<file path="src/hw/rtl/skg_pkg.sv">
`timescale 1ns / 1ps
// Shared types and constants for the scalar Kalman GARCH step core.
// Depends on nothing. Used by skg_div and scalar_kalman_garch_step_core.

package skg_pkg;

   // Fixed-point word format (Q16.16)
   localparam int WORD_BITS = 32;
   localparam int FRAC_BITS = 16;

   // Configuration register indexes
   localparam int CSR_INDEX_BITS = 1;
   localparam logic [CSR_INDEX_BITS-1:0] REG_INIT_VARIANCE = 1'd0;
   localparam logic [CSR_INDEX_BITS-1:0] REG_INIT_STATE    = 1'd1;
   localparam int INIT_VAR_BITS = 31;

   // Fault codes
   localparam logic [1:0] FAULT_OK  = 2'd0;
   localparam logic [1:0] FAULT_SAT = 2'd1;
   localparam logic [1:0] FAULT_DEN = 2'd2;

   typedef struct packed {
      logic signed [31:0] coef_a;
      logic signed [31:0] coef_b;
      logic signed [31:0] coef_c;
      logic signed [31:0] obs;
      logic               obs_missing;
      logic               series_start;
   } req_payload_type;

   typedef struct packed {
      logic signed [31:0] innov_var;
      logic signed [31:0] gain;
      logic signed [31:0] prior_state;
      logic signed [31:0] prior_variance;
      logic [1:0]         fault;
   } rsp_payload_type;

   // Divider request: magnitudes only, divisor nonzero
   typedef struct packed {
      logic                 start;
      logic [WORD_BITS-1:0] dividend;
      logic [WORD_BITS-1:0] divisor;
   } div_req_type;

   // Divider status: big means the quotient does not fit in WORD_BITS bits
   typedef struct packed {
      logic                 done;
      logic                 big;
      logic [WORD_BITS-1:0] quot;
   } div_rsp_type;

endpackage

</file>
<file path="src/hw/rtl/skg_div.sv">
`timescale 1ns / 1ps
// Iterative unsigned divider, two quotient bits a cycle: (dividend << FRAC_BITS) / divisor.
// Depends on skg_pkg.

module skg_div (
   input  logic                clock,
   input  logic                reset,
   input  skg_pkg::div_req_type div_req,
   output skg_pkg::div_rsp_type div_rsp
);

   localparam int W    = skg_pkg::WORD_BITS;
   localparam int F    = skg_pkg::FRAC_BITS;
   localparam int ITER = W / 2;
   localparam int CW   = $clog2(ITER);

   logic          busy_ff, busy_in;
   logic          done_ff, done_in;
   logic [CW-1:0] cnt_ff, cnt_in;
   logic [W-1:0]  rem_ff, rem_in;
   logic [W-1:0]  low_ff, low_in;
   logic [W-1:0]  quot_ff, quot_in;
   logic [W-1:0]  dvs_ff, dvs_in;
   logic          big_ff, big_in;

   logic [W:0]    step1_rem, step1_nxt, step2_rem, step2_nxt;
   logic          step1_ge, step2_ge;

   // Two restoring steps per cycle
   always_comb begin
      step1_rem = {rem_ff, low_ff[W-1]};
      step1_ge  = step1_rem >= {1'b0, dvs_ff};
      step1_nxt = step1_ge ? step1_rem - {1'b0, dvs_ff} : step1_rem;
      step2_rem = {step1_nxt[W-1:0], low_ff[W-2]};
      step2_ge  = step2_rem >= {1'b0, dvs_ff};
      step2_nxt = step2_ge ? step2_rem - {1'b0, dvs_ff} : step2_rem;
   end

   always_comb begin
      busy_in = busy_ff;
      done_in = done_ff;
      cnt_in  = cnt_ff;
      rem_in  = rem_ff;
      low_in  = low_ff;
      quot_in = quot_ff;
      dvs_in  = dvs_ff;
      big_in  = big_ff;
      if (div_req.start) begin
         busy_in = 1'b1;
         done_in = 1'b0;
         cnt_in  = '0;
         // top FRAC_BITS of the shifted dividend seed the remainder
         rem_in  = div_req.dividend >> (W - F);
         low_in  = div_req.dividend << F;
         quot_in = '0;
         dvs_in  = div_req.divisor;
         big_in  = (div_req.dividend >> (W - F)) >= div_req.divisor;
      end else if (busy_ff) begin
         rem_in  = step2_nxt[W-1:0];
         low_in  = low_ff << 2;
         quot_in = {quot_ff[W-3:0], step1_ge, step2_ge};
         cnt_in  = cnt_ff + 1'b1;
         if (cnt_ff == CW'(ITER - 1)) begin
            busy_in = 1'b0;
            done_in = 1'b1;
         end
      end
   end

   always_ff @(posedge clock) begin
      if (reset) begin
         busy_ff <= 1'b0;
         done_ff <= 1'b0;
         cnt_ff  <= '0;
      end else begin
         busy_ff <= busy_in;
         done_ff <= done_in;
         cnt_ff  <= cnt_in;
      end
   end

   always_ff @(posedge clock) begin
      rem_ff  <= rem_in;
      low_ff  <= low_in;
      quot_ff <= quot_in;
      dvs_ff  <= dvs_in;
      big_ff  <= big_in;
   end

   assign div_rsp.done = done_ff;
   assign div_rsp.big  = big_ff;
   assign div_rsp.quot = quot_ff;

endmodule

</file>
<file path="config.mk">
export PLATFORM = sky130hd
export DESIGN_NAME = skg_div
export DESIGN_NICKNAME = d
export VERILOG_FILES = /design/src/hw/rtl/skg_pkg.sv /design/src/hw/rtl/skg_div.sv
export SDC_FILE = /design/constraint.sdc
export NUM_CORES = 1
export LEC_CHECK = 0
export ABC_CLOCK_PERIOD_IN_PS = 10700
export BUFFER_PORTS_ARGS = -buffer_cell sky130_fd_sc_hd__buf_2
export CAP_MARGIN = 20
export CORE_ASPECT_RATIO = 1.75
export CORE_MARGIN = 3
export CORE_UTILIZATION = 62
export CTS_BUF_LIST = sky130_fd_sc_hd__clkbuf_4 sky130_fd_sc_hd__clkbuf_8 sky130_fd_sc_hd__clkbuf_16
export DETAILED_ROUTE_END_ITERATION = 10
export PLACE_DENSITY = 0.89
export SLEW_MARGIN = 20
export SYNTH_ARGS = -nofsm -noshare
export SYNTH_HDL_FRONTEND = slang
export SYNTH_SLANG_ARGS = --single-unit
</file>
<file path="constraint.sdc">
create_clock -name clock -period 10.7 [get_ports clock]
set_input_delay 1.605 -clock clock [delete_from_list [all_inputs] [get_ports clock]]
set_output_delay 1.605 -clock clock [all_outputs]
set_load 0.02 [all_outputs]
</file>
# == After elaboration in Yosys (flattened, before gate mapping) ==
# Cells that the tools add are included.
# totals
input_bits,67
elab_cells,28
output_inout_bits,34
reg_bits,119
# op_classes
magnitude_cmp,3
eq_ne,1
reduce_logical,3
n_addsub,3
n_mux,9
# op_table
op,n
32-bit 2-to-1 mux,4
33-bit by 32-bit >= comparator with 1-bit output,2
32-bit subtractor,2
16-bit by 32-bit >= comparator with 1-bit output,1
16-bit 2-to-1 mux,2
4-bit by 1-bit adder with 4-bit output (second input constant),1
4-bit == test (second input constant),1
1-bit 2-to-1 mux,3
2-bit AND reduction,1
2-bit nonzero test,1
2-bit OR reduction,1

# == Logic depth before layout (Yosys ltp) ==
# logic_depth
word_depth,6
mapped_depth,28
depth_no_buf,26

# == Worst setup path after synthesis ==
# OpenSTA, ideal clock, no wires.
# synth_path
path_kind,register to register
start,register dvs_ff[1]
end,register rem_ff[12] (data pin)
synth_period_minus_slack_ns,5.321
path_buffers,4
required_ns,10.439
setup_time_ns,0.261
setup_slack_ns,5.379
arrival_ns,5.060
path_stages_with_launch,27
path_cell_list,edfxtp_1 -> inv_1 -> ha_1 -> nor2b_1 -> o21bai_1 -> a31oi_1 -> o2111ai_1 -> nand4_1 -> a221o_1 -> a21boi_1 -> buf_2 -> buf_1 -> nand2_1 -> o21ai_0 -> ha_1 -> or4_1 -> o21ai_0 -> a31oi_1 -> a211o_1 -> nand4_1 -> a21oi_1 -> o21a_1 -> a311oi_1 -> buf_4 -> buf_6 -> nor3_1 -> a221o_1
# synth_via
elab_chain_cells,6
elab_cells_between_ends,8
classes_between,add/sub: 2; order compare: 2; mux: 4
# synth_lines
item,line,text
start: declaration,skg_div.sv:23,"logic [W-1:0] dvs_ff, dvs_in;"
start signal: assignment,skg_div.sv:86,dvs_ff <= dvs_in;
32-bit subtractor or 33-bit by 32-bit >= comparator with 1-bit output (tied branches),"skg_div.sv:33, skg_div.sv:32",
32-bit 2-to-1 mux,skg_div.sv:33,"step1_nxt = step1_ge ? step1_rem - {1'b0, dvs_ff} : step1_rem;"
32-bit subtractor or 33-bit by 32-bit >= comparator with 1-bit output (tied branches),"skg_div.sv:36, skg_div.sv:35",
32-bit 2-to-1 mux (*),skg_div.sv:36,"step2_nxt = step2_ge ? step2_rem - {1'b0, dvs_ff} : step2_rem;"
16-bit 2-to-1 mux (*),skg_div.sv:58,end else if (busy_ff) begin
16-bit 2-to-1 mux (*),skg_div.sv:48,if (div_req.start) begin
via rem_in[12],skg_div.sv:20,"logic [W-1:0] rem_ff, rem_in;"
end signal: assignment,skg_div.sv:83,rem_ff <= rem_in;
end: declaration,skg_div.sv:20,
# Mark *: on every way through the listed nets, which the timed path passes. The rest lies on a longest branch. The select of a mux whose other input is x is not followed.
# A chain may end at the register's enable or synchronous reset.

# == Final worst setup path ==
# layout_path
start,register dvs_ff[1]
end,register rem_ff[13] (data pin)
# Same word-level chain as after synthesis.

==> key figures <==
Die
  • Die W: 95.1 um
  • Core area: 13500 um2
  • Chip Height: 162 um
  • Row cnt: 56
  • Starting density of the core: 63.7%
  • IO Count: 101
  • Full die area: 15400 um2

GRT
  • Vias in the first global route: 7859
  • Gr busiest metal: met2
  • GRT Util Overall: 30.5%
  • Met3 usage: 4.63%
  • Routing usage on met1: 32.8%
  • Met2 Use GR: 53.8%
  • Pin count of the biggest net entering global routing: 72
  • First-pass GRT wire length: 36900 um
  • GRT overflow: 0
  • Initial antenna violation count: 0

Clock tree
  • Htree depth: 4
  • Sink Count: 119
  • Total CTS buffers: 17
  • Clock Latency Late Sink: 0.43 ns
  • Post-CTS Setup Bufs: 0
  • CTS root buf: clkbuf_16
  • Worst-path clk slew: 0.06 ns
  • Post-CTS sizing: 0
  • CTS Buffer Depth: 2
  • Hold_buf cts: 0
  • CTS tree: yes

STA
  • Post-route setup slack: 3.19 ns
  • Worst Tran Pin Value: 1.12 ns
  • Sum Neg Setup Slack: 0 ns
  • RSZ-0062 raised after global routing: false
  • Crit path time final: 7.51 ns
  • F_max: 133 MHz
  • Crit share post-route: 70.2%
  • Max-slew violations: 0
  • Final setup fails: 0
  • Final hold vios: 0
  • Setup Skew: 0.0116 ns
  • Rel. slew slack: 25.2%

Worst setup path
  • Crit path DAT: 7.64 ns
  • FF-to-FF Start: dvs_ff[1]
  • WP data required: 10.83 ns
  • R2r setup slk: 3.19 ns
  • Critical path capture point type: register
  • RR Endpoint: rem_ff[13]
  • Reg2Reg Depth: 24
  • Critical path fanouts, max: 33
  • Critical path launch point type: register
  • Crit path kind: register to register

Placed design
  • GP Congestion: 0.947
  • Port-buffer cells: 100
  • Setup Slack @ Placement: 3.58 ns
  • Placed Area: 9220 um2
  • Post-DP HPWL: 16600 um
  • Inst Count DP: 1184

Logic synthesis
  • Syn Area/Cell: 9.14 um2
  • Dominant cell type by area after synthesis: edfxtp_1
  • Synth area leaders: edfxtp_1 (23%), dfxtp_1 (13%), ha_1 (12%)
  • Most frequent cell after synthesis: nand2_1
  • Synth Instances: 942
  • Number of synthesized flops with an enable pin: 65
  • Synth unique cells: 67
  • Most frequent cells after synthesis: nand2_1 (88), ha_1 (81), nor2_1 (80)
  • Ys flop type: edfxtp_1
  • Post-synth top area share: 22.7%
  • Syn_nets: 1092
  • Synth warn: 0
  • Yosys reg bits: 119
  • Post-synthesis sequential area ratio: 35.2%
  • Post-Syn Area: 8610 um2
  • Ys async rst share: 0%

Power and ir drop
  • Total power: 3440 uW
  • VDD IR-drop max: 225 uV
  • Pwr Density: 352 nW/um2
  • Leak pwr: 0.00443 uW

Final layout
  • Growth of design area from synthesis to finish: 13.7%
  • Area of the multi-input gates: 5170 um2
  • Layout cell share with drive strength beyond 1: 18.1%
  • Filler cells: 951
  • Fin cells: 1216
  • ANT cells: 0
  • Final #Nets: 1179
  • Design area: 9790 um2
  • Storage cell area: 3030 um2

Routing
  • Drt total wl: 23000 um
  • DRC: 0
  • DR vias/cell: 6.28
  • WL/cell: 18.9 um
  • Routed vias: 7632
  • Pre-Repair DR Iteration Count: 5
  • 1st-iter DRT viols: 579
  • Number of nets with antenna violations after routing: 0

Outcome
  • Status: finished clean

Worst hold path
  • Critical hold path startpoint: quot_ff[30]
  • Hold Path Stages: 2
  • WHS Endpoint: quot_ff[30]
  • HP Class: register to register

Run
  • Maxcap violations: 0
==> metal layers <==
layer  up-vias  share of wire (%)
li1       3598                  -
met1      3564                 35
met2       357                 53
met3       113                5.5
met4         0                6.3
met5         -                  0
==> report_power, final <==
part	total, uW	internal, uW	switching [uW]
clock	558	320	239
sequential	638	582	56.1
combinational	2250	900	1350
total	3440	1800	1640
==> flip-flops by register name (all words and copies together) (netlist names) <==
register / flops
cnt_ff: 4
big_ff: 1
done_ff: 1
quot_ff: 32
busy_ff: 1
rem_ff: 32
dvs_ff: 32
low_ff: 16
==> layout by cell type, fill, tap and decap left out, types with 8 or more instances in the layout <==
cell type,n
a211oi_1,10
a21o_1,25
a21oi_1,66
a221o_1,8
a31oi_1,8
and3_1,8
buf_2,99
clkbuf_16,18
dfxtp_1,53
edfxtp_1,65
ha_1,81
inv_1,67
mux2_2,35
mux2i_1,35
nand2_1,88
nand2b_1,9
nand3_1,18
nand4_1,9
nor2_1,80
nor2b_1,8
nor3_1,22
o21a_1,16
o21ai_0,52
o21bai_1,10
xnor2_1,29
xor2_1,26
==> worst max-delay path, stage by stage (launching register included) <==
cell and delay [ns]:
edfxtp_1 0.35, inv_1 0.17, ha_1 0.28, nor2b_1 0.16, o21bai_1 0.26, a31oi_1 0.21
o2111ai_1 0.32, nand4_1 0.13, a221o_1 0.38, a21boi_4 0.57, buf_4 0.41, mux2_2 0.40
ha_1 0.36, a21oi_1 0.22, a21bo_2 0.17, a31oi_1 0.19, a211o_1 0.40, nand4_1 0.11
a21oi_1 0.08, o21a_1 0.20, a311oi_4 0.90, buf_4 0.50, nor2_1 0.09, a211oi_1 0.24
a21oi_1 0.07
==> cell type report <==
type,count,area share (%)
Clock buffer,19,4.68
Multi-Input combinational cell,718,52.8
Sequential cell,119,31.0
Clock inverter,13,1.10
Timing Repair Buffer,106,5.60
Inverter,67,2.57
Tap cell,174,2.22
==> cells by family (layout without fill, tap and decap cells) <==
kind of cell | count (synthesis) | in the layout | share of synthesized area [%]
DFF | 119 | 119 | 35.2
AOI/OAI and AO/OA | 245 | 245 | 19.2
buffers and inverters | 105 | 205 | 5.07
adders and majority gates | 83 | 83 | 12.2
muxes | 70 | 70 | 8.64
and+or+nand+nor | 265 | 265 | 14.0
xor gates and xnor gates | 55 | 55 | 5.59
==> metrics by stage <==
stage	utilization [%]	hold slack, ns
floorplan	-	0.453
finish	72.4	0.503
detailed placement	68.2	0.488
global route	72.4	0.529
global placement	68.2	0.468
CTS	72.4	0.505
==> worst max path at each step <==
stage,from,endpoint,slack (ns),cells past startpoint
after global routing,dvs_ff[1],rem_ff[14],2.79,23
after detailed placement,dvs_ff[1],rem_ff[13],3.58,24
final,dvs_ff[1],rem_ff[13],3.19,24
after CTS,dvs_ff[1],rem_ff[13],3.35,24
after global placement,dvs_ff[1],rem_ff[18],3.74,23
after floorplan,dvs_ff[1],rem_ff[12],5.38,26
Note: power is estimated with default switching activity, not from simulation.
